==> src/u8xf_pkg.sv <==
// ----------------------------------------------------------------------------
// UTF-8 XML character filter package
// Shared types, constants and the XML character range check.
// ----------------------------------------------------------------------------
package u8xf_pkg;

  // Depth of the group queue between the decoder and the serialiser.
  localparam int QDepth = 4;
  localparam int QAw    = $clog2(QDepth);
  localparam int QCw    = $clog2(QDepth + 1);

  // Expected sequence lengths held by the decoder.
  localparam logic [2:0] SEQ_NONE  = 3'd0;
  localparam logic [2:0] SEQ_TWO   = 3'd2;
  localparam logic [2:0] SEQ_THREE = 3'd3;
  localparam logic [2:0] SEQ_FOUR  = 3'd4;

  // Code point bounds of the XML character set and the overlong limits.
  localparam logic [20:0] CP_TAB       = 21'h00_0009;
  localparam logic [20:0] CP_LF        = 21'h00_000a;
  localparam logic [20:0] CP_CR        = 21'h00_000d;
  localparam logic [20:0] CP_BMP_LO    = 21'h00_0020;
  localparam logic [20:0] CP_BMP_HI    = 21'h00_d7ff;
  localparam logic [20:0] CP_PRIV_LO   = 21'h00_e000;
  localparam logic [20:0] CP_PRIV_HI   = 21'h00_fffd;
  localparam logic [20:0] CP_SUPP_LO   = 21'h01_0000;
  localparam logic [20:0] CP_SUPP_HI   = 21'h10_ffff;
  localparam logic [20:0] CP_MIN_THREE = 21'h00_0800;

  // Everything one request produces: up to four kept bytes and an end item.
  typedef struct packed {
    logic [3:0][7:0] bytes;
    logic [2:0]      nbytes;
    logic            eos;
    logic            clean;
  } u8xf_grp_t;

  function automatic logic xml_char_ok(input logic [20:0] c);
    return (c >= CP_BMP_LO && c <= CP_BMP_HI) || c == CP_TAB || c == CP_LF ||
           c == CP_CR || (c >= CP_PRIV_LO && c <= CP_PRIV_HI) ||
           (c >= CP_SUPP_LO && c <= CP_SUPP_HI);
  endfunction

endpackage

==> src/u8xf_front.sv <==
// ----------------------------------------------------------------------------
// UTF-8 XML character filter decoder
// Accepts one byte per cycle while the queue is not full, tracks the pending sequence and emits a group.
// ----------------------------------------------------------------------------
module u8xf_front import u8xf_pkg::*; (
  input  logic       clk,
  input  logic       rst_n,
  input  logic       push,
  input  logic [7:0] byte_in,
  input  logic       final_in,
  input  logic       q_full,
  output logic       q_wr,
  output u8xf_grp_t  q_data
);

  logic [2:0]      exp_r, exp_nxt;
  logic [1:0]      cnt_r, cnt_nxt;
  logic [14:0]     part_r, part_nxt;
  logic [2:0][7:0] pb_r, pb_nxt;
  logic            drop_r, drop_nxt;

  logic            acc;
  logic            pend;
  logic            cont;
  logic            drop;
  logic            ok;
  logic [20:0]     cp;
  u8xf_grp_t       grp;

  assign acc  = push && !q_full;
  assign pend = (exp_r != SEQ_NONE);
  assign cont = (byte_in[7:6] == 2'b10);
  assign cp   = {part_r, byte_in[5:0]};

  always_comb begin
    exp_nxt   = exp_r;
    cnt_nxt   = cnt_r;
    part_nxt  = part_r;
    pb_nxt    = pb_r;
    drop      = 1'b0;
    ok        = 1'b0;
    grp       = '0;
    grp.bytes = {8'h00, pb_r[2], pb_r[1], pb_r[0]};

    if (pend && cont) begin
      if ({1'b0, cnt_r} + 3'd1 >= exp_r) begin
        ok = xml_char_ok(cp) && !(exp_r == SEQ_THREE && cp < CP_MIN_THREE) &&
             !(exp_r == SEQ_FOUR && cp < CP_SUPP_LO);
        if (ok) begin
          grp.bytes[cnt_r] = byte_in;
          grp.nbytes       = {1'b0, cnt_r} + 3'd1;
        end else begin
          drop = 1'b1;
        end
        exp_nxt  = SEQ_NONE;
        cnt_nxt  = 2'd0;
        part_nxt = '0;
      end else begin
        pb_nxt[cnt_r] = byte_in;
        cnt_nxt       = cnt_r + 2'd1;
        part_nxt      = cp[14:0];
      end
    end else begin
      // A byte that breaks a pending sequence throws the held bytes away.
      if (pend) begin
        drop     = 1'b1;
        exp_nxt  = SEQ_NONE;
        cnt_nxt  = 2'd0;
        part_nxt = '0;
      end
      if (!byte_in[7]) begin
        if (xml_char_ok({13'd0, byte_in})) begin
          grp.bytes[0] = byte_in;
          grp.nbytes   = 3'd1;
        end else begin
          drop = 1'b1;
        end
      end else if (byte_in inside {[8'hc2:8'hdf]}) begin
        exp_nxt   = SEQ_TWO;
        part_nxt  = {10'd0, byte_in[4:0]};
        pb_nxt[0] = byte_in;
        cnt_nxt   = 2'd1;
      end else if (byte_in inside {[8'he0:8'hef]}) begin
        exp_nxt   = SEQ_THREE;
        part_nxt  = {11'd0, byte_in[3:0]};
        pb_nxt[0] = byte_in;
        cnt_nxt   = 2'd1;
      end else if (byte_in inside {[8'hf0:8'hf4]}) begin
        exp_nxt   = SEQ_FOUR;
        part_nxt  = {12'd0, byte_in[2:0]};
        pb_nxt[0] = byte_in;
        cnt_nxt   = 2'd1;
      end else begin
        drop = 1'b1;
      end
    end

    if (final_in) begin
      if (exp_nxt != SEQ_NONE) begin
        drop     = 1'b1;
        exp_nxt  = SEQ_NONE;
        cnt_nxt  = 2'd0;
        part_nxt = '0;
      end
      grp.eos   = 1'b1;
      grp.clean = !(drop_r || drop);
      drop_nxt  = 1'b0;
    end else begin
      drop_nxt = drop_r || drop;
    end
  end

  assign q_wr   = acc && (grp.nbytes != 3'd0 || grp.eos);
  assign q_data = grp;

  always_ff @(posedge clk) begin
    if (!rst_n) begin
      exp_r  <= SEQ_NONE;
      cnt_r  <= 2'd0;
      part_r <= '0;
      drop_r <= 1'b0;
    end else if (acc) begin
      exp_r  <= exp_nxt;
      cnt_r  <= cnt_nxt;
      part_r <= part_nxt;
      drop_r <= drop_nxt;
    end
  end

  always_ff @(posedge clk) begin
    if (acc) begin
      pb_r <= pb_nxt;
    end
  end

  a_fin_clears: assert property (@(posedge clk) disable iff (!rst_n)
    acc && final_in |=> exp_r == SEQ_NONE && !drop_r)
    else $error("decoder state not cleared after the final byte");

  a_cnt_matches_exp: assert property (@(posedge clk) disable iff (!rst_n)
    (cnt_r == 2'd0) == (exp_r == SEQ_NONE))
    else $error("pending count disagrees with the expected length");

endmodule

==> src/u8xf_queue.sv <==
// ----------------------------------------------------------------------------
// UTF-8 XML character filter group queue
// Short first-in first-out store of groups between decoder and serialiser.
// ----------------------------------------------------------------------------
module u8xf_queue import u8xf_pkg::*; (
  input  logic      clk,
  input  logic      rst_n,
  input  logic      wr,
  input  u8xf_grp_t wr_data,
  output logic      full,
  input  logic      rd,
  output u8xf_grp_t rd_data,
  output logic      empty
);

  u8xf_grp_t        mem_r [QDepth];
  logic [QAw-1:0]   wp_r, rp_r;
  logic [QCw-1:0]   cnt_r, cnt_nxt;

  assign full    = (cnt_r == QCw'(QDepth));
  assign empty   = (cnt_r == '0);
  assign rd_data = mem_r[rp_r];

  always_comb begin
    cnt_nxt = cnt_r;
    if (wr && !rd) begin
      cnt_nxt = cnt_r + QCw'(1);
    end else if (rd && !wr) begin
      cnt_nxt = cnt_r - QCw'(1);
    end
  end

  always_ff @(posedge clk) begin
    if (!rst_n) begin
      wp_r  <= '0;
      rp_r  <= '0;
      cnt_r <= '0;
    end else begin
      if (wr) begin
        wp_r <= wp_r + QAw'(1);
      end
      if (rd) begin
        rp_r <= rp_r + QAw'(1);
      end
      cnt_r <= cnt_nxt;
    end
  end

  always_ff @(posedge clk) begin
    if (wr) begin
      mem_r[wp_r] <= wr_data;
    end
  end

  a_no_overflow: assert property (@(posedge clk) disable iff (!rst_n)
    !(wr && full && !rd) && !(rd && empty))
    else $error("queue written while full or read while empty");

endmodule

==> src/u8xf_back.sv <==
// ----------------------------------------------------------------------------
// UTF-8 XML character filter serialiser
// Unpacks each group into single results, one per cycle while pop is held.
// ----------------------------------------------------------------------------
module u8xf_back import u8xf_pkg::*; (
  input  logic       clk,
  input  logic       rst_n,
  input  logic       q_empty,
  input  u8xf_grp_t  q_data,
  output logic       q_rd,
  output logic       empty,
  input  logic       pop,
  output logic [7:0] out_byte,
  output logic       out_is_data,
  output logic       out_end_of_string,
  output logic       out_was_clean,
  output logic       out_last_of_run
);

  u8xf_grp_t  cur_r, cur_nxt;
  logic       vld_r, vld_nxt;
  logic [2:0] idx_r, idx_nxt;

  logic [2:0] total;
  logic       is_last;
  logic       is_byte;
  logic       take;
  logic       load;

  assign total   = cur_r.nbytes + {2'd0, cur_r.eos};
  assign is_last = (idx_r + 3'd1 == total);
  assign is_byte = (idx_r < cur_r.nbytes);
  assign take    = pop && vld_r;
  assign load    = !vld_r || (take && is_last);
  assign q_rd    = load && !q_empty;

  always_comb begin
    cur_nxt = cur_r;
    vld_nxt = vld_r;
    idx_nxt = idx_r;
    if (load) begin
      cur_nxt = q_data;
      vld_nxt = !q_empty;
      idx_nxt = 3'd0;
    end else if (take) begin
      idx_nxt = idx_r + 3'd1;
    end
  end

  always_ff @(posedge clk) begin
    if (!rst_n) begin
      vld_r <= 1'b0;
      idx_r <= 3'd0;
    end else begin
      vld_r <= vld_nxt;
      idx_r <= idx_nxt;
    end
  end

  always_ff @(posedge clk) begin
    cur_r <= cur_nxt;
  end

  assign empty             = !vld_r;
  assign out_byte          = is_byte ? cur_r.bytes[idx_r[1:0]] : 8'h00;
  assign out_is_data       = is_byte;
  assign out_end_of_string = !is_byte;
  assign out_was_clean     = !is_byte && cur_r.clean;
  assign out_last_of_run   = is_last;

  a_idx_in_group: assert property (@(posedge clk) disable iff (!rst_n)
    vld_r |-> idx_r < total)
    else $error("result index runs past the end of its group");

endmodule

==> src/utf8_xml_char_filter.sv <==
// ----------------------------------------------------------------------------
// UTF-8 XML character filter
// Streaming UTF-8 decoder that keeps only well-formed allowed XML characters.
// ----------------------------------------------------------------------------
// The block takes a string one nonzero byte per request and passes on, byte
// for byte, every complete UTF-8 sequence that encodes an allowed XML
// character; malformed, overlong, surrogate, out-of-range or disallowed
// sequences are dropped whole, and a request marked final is followed by an
// end item that says whether anything in the string was dropped. A request
// is taken on every cycle in which full is low, so the input runs at one
// byte per cycle. Results leave at one per cycle while pop is held; a
// request that completes a multi-byte character yields all of its bytes at
// once, so the output side, which serialises these groups, sets the
// sustained rate whenever the text is rich in long sequences or short
// strings. A four-entry group queue sits between the decoder and the
// serialiser, and full rises only when that queue is full. A byte passes
// through the group queue and the serialiser's group register on its way out.
// ----------------------------------------------------------------------------
module utf8_xml_char_filter import u8xf_pkg::*; (
  input  logic       clk,
  input  logic       rst_n,
  // Input channel.
  input  logic       push,
  output logic       full,
  input  logic [7:0] in_byte,
  input  logic       in_final_byte,
  // Result channel.
  output logic       empty,
  input  logic       pop,
  output logic [7:0] out_byte,
  output logic       out_is_data,
  output logic       out_end_of_string,
  output logic       out_was_clean,
  output logic       out_last_of_run
);

  // Groups travel from the decoder through the queue to the serialiser.
  u8xf_grp_t wr_grp;
  u8xf_grp_t rd_grp;
  logic      q_wr;
  logic      q_rd;
  logic      q_full;
  logic      q_empty;

  // The decoder holds its state while the queue is full, so
  // the queue's full flag is also the back-pressure seen by the sender.
  assign full = q_full;

  u8xf_front u_front (
    .clk      (clk),
    .rst_n    (rst_n),
    .push     (push),
    .byte_in  (in_byte),
    .final_in (in_final_byte),
    .q_full   (q_full),
    .q_wr     (q_wr),
    .q_data   (wr_grp)
  );

  u8xf_queue u_queue (
    .clk     (clk),
    .rst_n   (rst_n),
    .wr      (q_wr),
    .wr_data (wr_grp),
    .full    (q_full),
    .rd      (q_rd),
    .rd_data (rd_grp),
    .empty   (q_empty)
  );

  // The serialiser loads the next group in the same cycle that the last
  // result of the current one is popped, so there is no bubble between them.
  u8xf_back u_back (
    .clk               (clk),
    .rst_n             (rst_n),
    .q_empty           (q_empty),
    .q_data            (rd_grp),
    .q_rd              (q_rd),
    .empty             (empty),
    .pop               (pop),
    .out_byte          (out_byte),
    .out_is_data       (out_is_data),
    .out_end_of_string (out_end_of_string),
    .out_was_clean     (out_was_clean),
    .out_last_of_run   (out_last_of_run)
  );

endmodule

==> config.mk <==
export PLATFORM = sky130hd
export DESIGN_NAME = utf8_xml_char_filter
export DESIGN_NICKNAME = d
export VERILOG_FILES = /design/src/u8xf_pkg.sv /design/src/u8xf_front.sv /design/src/u8xf_queue.sv /design/src/u8xf_back.sv /design/src/utf8_xml_char_filter.sv
export SDC_FILE = /design/constraint.sdc
export NUM_CORES = 1
export LEC_CHECK = 0
export BUFFER_PORTS_ARGS = -buffer_cell sky130_fd_sc_hd__buf_2
export CAP_MARGIN = 20
export CORE_MARGIN = 1
export CORE_UTILIZATION = 61
export CTS_CLUSTER_DIAMETER = 100
export DETAILED_ROUTE_END_ITERATION = 6
export PLACE_DENSITY = 0.81
export SYNTH_ARGS = -nofsm -noshare
export SYNTH_HDL_FRONTEND = slang
export SYNTH_SLANG_ARGS = --single-unit
==> constraint.sdc <==
create_clock -name clk -period 8.95 [get_ports clk]
set_clock_uncertainty 0.15 [all_clocks]
set_input_delay 0.4475 -clock clk [delete_from_list [all_inputs] [get_ports clk]]
set_output_delay 0.4475 -clock clk [all_outputs]
set_load 0.05 [all_outputs]
==> impl_metrics.csv, run 1 <==
group,metric,value,unit
run_status,status,"completed",
yosys,ys_ff_latch,241,
cts,numCtsBuffers,24,
setup_path,crit_path_end,"u_queue.cnt_r[2]",
floorplan,io_pins,27,
yosys,avgSynthCellArea,17.10,um2
route,first_iter_violations,370,
pwr,p_sw,892.0,uW
route,drt_drc_violations_left,0,
final_layout,areaGrowthSynthToFinish,10.95,%
timing,max_slew_margin,47.55,%
final_layout,post-route-cell-area,11230,um2
pwr,vdd_drop_max,0.0002522,V
floorplan,die_y,130.8,um
route,drt-wirelength-per-cell,24.01,um
yosys,seq_area_frac_synth,68.31,%
placement,numPortBuffers,26,
pwr,p_int,2159,uW
timing,period_minus_slack,4.120,ns
global_routing,grt_pass1_vias,5542,
setup_path,arrival,4.40,ns
setup_path,r2r_cells,13,
route,top_layer_used,"met4",
global_routing,antenna_found_initial,0,
route,met1_length,8169,um
yosys,yosysWarnings,0,
setup_path,r2r-end,"u_queue.cnt_r[2]",
pwr,pwr-share-clk,31.7,%
job,max_cap_viol_count,0,
timing,min_period_over_period,46.04,%
floorplan,die_w,130.8,um
cts,post_cts_resized,0,
setup_path,worstSetupStartpointType,"flip-flop",
pwr,combPwrFrac,21.7,%
yosys,yosysTopAreaCell,"edfxtp_1",
floorplan,core-area,16060,um2
timing,fin_setup_tns,0,ns
route,ant_nets,0,
yosys,ys_types,67,
global_routing,grt_start_max_net_pins,41,
route,first_pass_iters,5,
yosys,synth.most_common_cell,"edfxtp_1",
setup_path,path_max_fanout,7,
pwr,power_density,271.5,nW/um2
route,met3_wirelength,1598,um
cts,ctsRootBufferMaster,"clkbuf_16",
setup_path,crit_start,"u_front.cnt_r[0]",
setup_path,criticalPathCategory,"flip-flop to flip-flop",
setup_path,r2r-start,"u_front.cnt_r[0]",
timing,grt_setup_unrepaired,"false",
yosys,synth-async-reset-ratio,0,%
timing,finalSetupViolCount,0,
cts,cts_setup_buffers,0,
yosys,synth_edf_count,209,
route,vias,5460,
cts,clock_latency,0.52,ns
global_routing,grt.overflow.total,0,
placement,placed_area,10470,um2
timing,drv_slew,0,
cts,cts_sinks,241,
cts,cts_hold_buf,0,
cts,clock_path_buffers,3,
pwr,sw_frac_of_total,29.24,%
global_routing,grt_pass1_wl,31260,um
final_layout,n_fill_cell,994,
route,wl_met2,10590,um
yosys,netlist_instances,592,
global_routing,gr-usage-all-layers,25.27,%
timing,worst_pin_slew,0.7838,ns
pwr,seq_power_share,46.6,%
placement,dpl.hpwl,12750,um
yosys,synth_area_leaders,"edfxtp_1 62%, mux4_2 10%, dfxtp_1 6.3%",
floorplan,rows,46,
route,drt_wl_total,20630,um
yosys,ys_top_cells_by_count,"209 x edfxtp_1, 45 x mux4_2, 39 x mux2_2",
timing,fmax,242.7,MHz
setup_path,critPathRequiredTime,9.23,ns
floorplan,die_area,17120,um2
route,via_per_inst,6.356,
pwr,power.leakage,0.003644,uW
timing,hold_viol_final,0,
setup_path,r2r_setup_slack,4.83,ns
yosys,ys.flop_type,"edfxtp_1",
placement,gp_congestion,0.8530,
yosys,synthesis.area,10130,um2
setup_path,end_kind,"flip-flop",
timing,whs,0.1531,ns
final_layout,layout-drive-gt1-share,27.99,%
cts,cts-htree-levels,1,
final_layout,fin_nets,658,
floorplan,initial_core_util,63.06,%
cts,cts_tree,"built",
hold_path,hold_class,"primary input to flip-flop",
final_layout,diodes,0,
yosys,synthDominantCellAreaShare,61.98,%
cts,clk_pin_slew,0.06,ns
kinds of logic (layout without fill, tap and decap cells):
family | after synthesis | count (layout) | synth area share, %
compound gates | 66 | 66 | 5.091
flops | 241 | 241 | 68.31
buf+inv | 48 | 96 | 2.175
other cells | 1 | 4 | 0.03703
simple gates | 118 | 118 | 6.277
xor+xnor | 10 | 10 | 0.8650
mux | 90 | 90 | 14.95
fa+ha+maj | 18 | 18 | 2.298
worst min-delay path by stage:
stage                                     to  slack (ns)  depth (start not counted)               start
after floorplan           u_front.part_r[10]        0.30                          1  u_front.part_r[10]
after global placement    u_front.part_r[11]        0.32                          1  u_front.part_r[11]
after detailed placement  u_front.part_r[10]        0.32                          1  u_front.part_r[10]
after CTS                    u_back.idx_r[0]        0.14                          3                 pop
after global routing       u_front.part_r[3]        0.16                          3          in_byte[3]
final                        u_back.idx_r[0]        0.15                          3                 pop
placed cells by master (no fill, tap or decap), drive strengths merged, types with 4 or more instances in the layout:
master	instances
inv	20
mux2i	5
and2	11
clkbuf	25
a21oi	7
mux4	45
a21o	5
a22o	11
mux2	40
xor2	7
edfxtp	209
nand4	6
dfxtp	32
nor3	11
buf	35
nor2	23
or3	7
nand2	23
conb	4
a22oi	4
and3	7
o21ai	12
nor2b	14
ha	17
clkinv	14
o31ai	4
cell type report:
type                       count  area, um2  area share, %
sequential                   241       6918          61.58
tap                          216      270.3          2.406
inverter                      19      71.32         0.6348
timing repair buffer          35      197.7          1.760
clock inverter                17      158.9          1.414
clock buffer                  25      604.3          5.379
multi-input combinational    306       3014          26.83
flip-flops by register name, summed over array words and instances (netlist names):
register / flops
u_queue.mem_r: 148
u_back.cur_r: 37
u_front.pb_r: 24
u_front.part_r: 15
u_back.idx_r: 3
u_front.exp_r: 3
u_queue.cnt_r: 3
u_front.cnt_r: 2
u_queue.rp_r: 2
u_queue.wp_r: 2
u_back.vld_r: 1
u_front.drop_r: 1
power by group through the flow:
stage               clock network [uW]  registers [uW]  logic (uW)
finish                             966            1420         662
global route                      1020            1430         717
CTS                                980            1430         669
detailed placement                   0            1450         661
global placement                     0            1440         648
floorplan                            0            1420         523
worst max-delay path: stages, from the launching register on:
cell and delay [ns]:
dfxtp_1 0.46, inv_1 0.12, ha_1 0.37, ha_1 0.30
nand2_1 0.04, o21ai_0 0.48, nand2_1 0.30, o31ai_4 0.45
ha_1 0.26, inv_1 0.06, fa_1 0.38, xor2_1 0.18
or3_1 0.32, a21oi_1 0.16
layer usage:
| metal | up-vias | track usage [%] |
|---|---|---|
| li1 | 2404 | - |
| met1 | 2801 | 33.21 |
| met2 | 226 | 43.29 |
| met3 | 29 | 5.008 |
| met4 | 0 | 6.964 |
| met5 | - | 0 |
per-stage QoR:
stage          power (uW)  setup WS [ns]  instances  util [%]
3_3_place_gp         2085          5.183        817     65.21
3_5_place_dp         2106          4.918        817     65.21
4_1_cts              3074          4.884        859     69.96
2_1_floorplan        1947          3.315        595         -
6_report             3050          4.830        859     69.96
5_1_grt              3177          4.561        859     69.96
(Power assumes the default switching activity.)
==> inputs of run 2 (changes only) <==
clock period = 4.2 ns   (was 8.95 ns; I/O delays follow)
==> impl_metrics.csv, run 2 (synthesis gave the netlist of run 1 again) <==
group,metric,value,unit
placement,numPortBuffers,26,
setup_path,path_max_fanout,7,
placement,gp_congestion,0.8801,
setup_path,critPathRequiredTime,4.47,ns
setup_path,r2r-start,"u_front.cnt_r[0]",
route,drt_drc_violations_left,0,
route,drt-wirelength-per-cell,23.46,um
placement,dpl.hpwl,12570,um
floorplan,die_y,130.8,um
route,vias,5525,
timing,period_minus_slack,3.856,ns
floorplan,rows,46,
timing,fmax,259.4,MHz
cts,clock_path_buffers,3,
pwr,power.leakage,0.003701,uW
global_routing,gr-usage-all-layers,25.44,%
timing,worst_pin_slew,0.7711,ns
pwr,vdd_drop_max,0.0004022,V
hold_path,hold_class,"primary input to flip-flop",
final_layout,areaGrowthSynthToFinish,12.37,%
global_routing,grt_pass1_wl,31470,um
floorplan,core-area,16060,um2
final_layout,fin_nets,670,
timing,finalSetupViolCount,0,
setup_path,end_kind,"flip-flop",
job,max_cap_viol_count,0,
timing,hold_viol_final,0,
timing,drv_slew,0,
final_layout,final_common_cell,"edfxtp_1",
cts,cts_tree,"built",
run_status,status,"completed",
cts,ctsRootBufferMaster,"clkbuf_16",
final_layout,n_fill_cell,1013,
placement,placed_area,10490,um2
setup_path,worstSetupStartpointType,"flip-flop",
route,ant_nets,0,
timing,fin_setup_tns,0,ns
final_layout,largest-register,"u_queue.mem_r",
cts,clock_latency,0.50,ns
setup_path,criticalPathCategory,"flip-flop to flip-flop",
floorplan,die_area,17120,um2
final_layout,diodes,0,
global_routing,antenna_found_initial,0,
floorplan,initial_core_util,63.06,%
floorplan,io_pins,27,
global_routing,grt.overflow.total,0,
setup_path,r2r_setup_slack,0.34,ns
final_layout,largest_reg_flops,148,
timing,min_period_over_period,91.80,%
route,drt_wl_total,20480,um
setup_path,crit_path_end,"u_queue.cnt_r[2]",
final_layout,reg_top3,"u_queue.mem_r (148), u_back.cur_r (37), u_front.pb_r (24)",
timing,grt_setup_unrepaired,"false",
route,via_per_inst,6.329,
cts,numCtsBuffers,24,
setup_path,r2r_cells,13,
final_layout,post-route-cell-area,11380,um2
floorplan,die_w,130.8,um
setup_path,arrival,4.13,ns
global_routing,grt_pass1_vias,5627,
final_layout,final_cell_mix,"209 x edfxtp_1, 45 x mux4_2, 39 x mux2_2",
route,first_pass_iters,5,
cts,cts-htree-levels,1,
setup_path,crit_start,"u_front.cnt_r[0]",
final_layout,layout-drive-gt1-share,27.40,%
cts,cts_sinks,241,
global_routing,grt_start_max_net_pins,40,
setup_path,r2r-end,"u_queue.cnt_r[2]",
timing,max_slew_margin,48.47,%
cts,clk_pin_slew,0.06,ns
route,first_iter_violations,543,
pwr,power_density,577.2,nW/um2
[run 2: cell types whose count changed in the layout (fill, tap and decap cells not counted), sizes merged]
cell | before | now
inv | 20 | 19
buf | 35 | 37
clkbuf | 25 | 28
clkinv | 14 | 11
bufinv | 2 | 3
clkinvlp | 0 | 2
dlygate4sd3 | 0 | 10
[run 2: worst max-delay path, stage by stage, from the launching register on]
cell     delay, ns
dfxtp_1       0.47
inv_1         0.13
ha_1          0.36
ha_1          0.29
nand2_1       0.05
o21ai_1       0.33
nand2_1       0.25
o31ai_4       0.45
ha_1          0.25
inv_1         0.06
fa_1          0.37
xor2_1        0.18
or3_1         0.31
a21oi_1       0.13
[run 2: per-layer routing]
| layer | GRT usage, % | routed length, um | up-vias |
|---|---|---|---|
| li1 | - | - | 2428 |
| met1 | 34.55 | 8461 | 2814 |
| met2 | 41.71 | 10110 | 237 |
| met3 | 3.990 | 1266 | 46 |
| met4 | 10.07 | 640 | 0 |
| met5 | 0 | 0 | - |
[run 2: cell type report]
| type | instances | area, um2 | area share, % |
|---|---|---|---|
| sequential | 241 | 6918 | 60.80 |
| multi-input combinational | 306 | 3014 | 26.49 |
| clock buffer | 28 | 636.9 | 5.597 |
| timing repair buffer | 47 | 312.8 | 2.749 |
| tap | 216 | 270.3 | 2.375 |
| clock inverter | 16 | 155.1 | 1.364 |
| inverter | 19 | 71.32 | 0.6268 |
[run 2: through the flow]
step	cells	hold WS, ns	total power, uW	setup WS, ns	util (%)
final	873	0.01501	6567	0.3442	70.86
after global routing	873	0.02928	6841	0.06524	70.86
after CTS	873	0.0009801	6619	0.1772	70.86
after detailed placement	819	0.3225	4492	0.2106	65.30
after global placement	819	0.3164	4446	0.4205	65.30
after floorplan	595	0.1589	4155	0.6027	-
[run 2: where the power goes]
group | switching [uW] | leakage [uW] | internal (uW)
clock | 847 | 0.000388 | 1270
sequential | 102 | 0.00207 | 2920
combinational | 916 | 0.00124 | 516
[run 2: how the worst min path moves through the flow]
stage | start | end | slack (ns) | depth (start not counted)
6_report | in_byte[1] | u_front.part_r[1] | 0.02 | 2
5_1_grt | in_byte[1] | u_front.part_r[1] | 0.03 | 2
3_5_place_dp | u_front.part_r[12] | u_front.part_r[12] | 0.32 | 1
2_1_floorplan | in_final_byte | u_queue.mem_r[0][1] | 0.16 | 0
3_3_place_gp | u_front.part_r[10] | u_front.part_r[10] | 0.32 | 1
4_1_cts | in_byte[1] | u_front.part_r[1] | 0.001 | 2
[run 2: timing repair]
| item | CTS | global route |
|---|---|---|
| hold buffers | 10 | 0 |
| endpoints found under the setup margin | 0 | 1 |
| gates resized for setup | 0 | 1 |
| endpoints found under the hold margin | 14 | 0 |
| setup buffers | 0 | 0 |
==> inputs of run 3 (changes only) <==
clock period = 4.4 ns   (was 4.2 ns; I/O delays follow)
==> impl_metrics.csv, run 3 (synthesis gave the netlist of run 1 again) <==
group,metric,value,unit
run_status,status,"completed",
cts,cts_tree,"built",
timing,fmax,248.2,MHz
global_routing,gr-usage-all-layers,26.60,%
timing,fin_setup_tns,0,ns
timing,drv_slew,0,
cts,clock_path_buffers,3,
cts,numCtsBuffers,24,
setup_path,crit_buf_inv,2,
setup_path,critPathRequiredTime,4.69,ns
floorplan,core-area,16060,um2
timing,max_slew_margin,45.48,%
setup_path,max_stage_delay,0.47,ns
final_layout,n_fill_cell,960,
route,ant_nets,0,
timing,hold_viol_final,0,
route,first_pass_iters,6,
placement,dpl.hpwl,12650,um
final_layout,layout-drive-gt1-share,27.83,%
setup_path,end_kind,"flip-flop",
route,drt_wl_total,21610,um
cts,cts-htree-levels,1,
global_routing,grt_start_max_net_pins,40,
final_layout,final_cell_mix,"209 x edfxtp_1, 45 x mux4_2, 39 x mux2_2",
route,drt-wirelength-per-cell,24.84,um
setup_path,path_common_cell,"ha_1",
pwr,power_density,569.6,nW/um2
route,drt_drc_violations_left,0,
global_routing,grt_use_met2,45.32,%
final_layout,largest_reg_flops,148,
timing,worst_pin_slew,0.8148,ns
setup_path,critPathSlowestCell,"o21ai_0",
setup_path,r2r_setup_slack,0.37,ns
pwr,vdd_drop_max,0.0004169,V
global_routing,grt.busiest_layer,"met2",
final_layout,fin_cells,870,
setup_path,arrival,4.31,ns
route,vias,5509,
timing,period_minus_slack,4.028,ns
route,first_iter_violations,441,
global_routing,use_met1,33.60,%
placement,place_inst,818,
cts,clk_pin_slew,0.06,ns
final_layout,final_common_cell,"edfxtp_1",
job,max_cap_viol_count,0,
cts,clock_latency,0.51,ns
final_layout,diodes,0,
route,via_per_inst,6.332,
final_layout,areaGrowthSynthToFinish,12.91,%
pwr,power.leakage,0.003725,uW
global_routing,grt_pass1_wl,32320,um
floorplan,die_y,130.8,um
final_layout,largest-register,"u_queue.mem_r",
timing,grt_setup_unrepaired,"false",
final_layout,fin_nets,667,
placement,gp_congestion,0.9192,
floorplan,rows,46,
final_layout,multiInputGateArea,3014,um2
setup_path,worstSetupStartpointType,"flip-flop",
cts,ctsRootBufferMaster,"clkbuf_16",
setup_path,crit_family,"adder cells",
floorplan,io_pins,27,
hold_path,hold_class,"primary input to flip-flop",
cts,cts_sinks,241,
setup_path,criticalPathCategory,"flip-flop to flip-flop",
placement,numPortBuffers,26,
floorplan,die_w,130.8,um
cts,cts_setup_buffers,0,
timing,min_period_over_period,91.55,%
floorplan,die_area,17120,um2
setup_path,path_cells,"inv_1 > ha_1 > ha_1 > nand2_1 > o21ai_0 > nand2_1 > o31ai_4 > ha_1 > inv_1 > fa_1 > xor2_1 > or3_1 > a21oi_1",
global_routing,grt.overflow.total,0,
timing,finalSetupViolCount,0,
setup_path,path_max_fanout,7,
global_routing,grt_pass1_vias,5592,
global_routing,grtUsageMet3,4.560,%
final_layout,regArea,6918,um2
floorplan,initial_core_util,63.06,%
global_routing,antenna_found_initial,0,
final_layout,reg_top3,"u_queue.mem_r (148), u_back.cur_r (37), u_front.pb_r (24)",
-- run 3: area by class of cell --
| class | instances | share of cell area (%) |
|---|---|---|
| clock buffer | 27 | 5.537 |
| multi-input combinational | 306 | 26.36 |
| tap | 216 | 2.364 |
| timing repair buffer | 44 | 2.495 |
| inverter | 19 | 0.6238 |
| clock inverter | 17 | 2.112 |
| sequential | 241 | 60.51 |
-- run 3: where the power goes --
part	internal, uW	leakage [uW]	switching, uW
combinational	491	0.00123	893
clock	1390	0.000426	845
sequential	2790	0.00207	109
-- run 3: layer usage --
metal / up-vias / share of wire, %
met5: - / 0
met4: 0 / 4.5
met3: 66 / 6.1
met2: 254 / 50
met1: 2771 / 40
li1: 2418 / -
-- run 3: final timing paths --
check	startpoint	endpoint	cells past startpoint
hold / removal	in_byte[5]	u_front.part_r[5]	2
setup reg to reg	u_front.cnt_r[0]	u_queue.cnt_r[2]	13
setup / recovery	u_front.cnt_r[0]	u_queue.cnt_r[2]	13
hold reg to reg	u_front.part_r[12]	u_front.part_r[12]	1
-- run 3: repair_timing --
item / in CTS / in global routing
endpoints found under the hold margin: 11 / 0
gates resized for setup: 0 / 0
hold buffers: 8 / 0
-- run 3: stage by stage --
step	cell area (um2)	power, uW	hold WS [ns]	utilization, %	worst slack (ns)
2_1_floorplan	10140	3959	0.1689	-	0.06876
3_3_place_gp	10480	4244	0.3169	65.26	0.6370
3_5_place_dp	10480	4298	0.3259	65.26	0.3969
4_1_cts	11430	6555	0.007905	71.20	0.3698
5_1_grt	11430	6740	0.02728	71.20	0.09122
6_report	11430	6513	0.02005	71.20	0.3717
-- run 3: worst reg2reg max path: stages (launching register included) --
cell and delay [ns]:
dfxtp_1 0.46, inv_1 0.12, ha_1 0.36, ha_1 0.30, nand2_1 0.04, o21ai_0 0.47, nand2_1 0.29, o31ai_4 0.46
ha_1 0.25, inv_1 0.06, fa_1 0.37, xor2_1 0.17, or3_1 0.31, a21oi_1 0.14
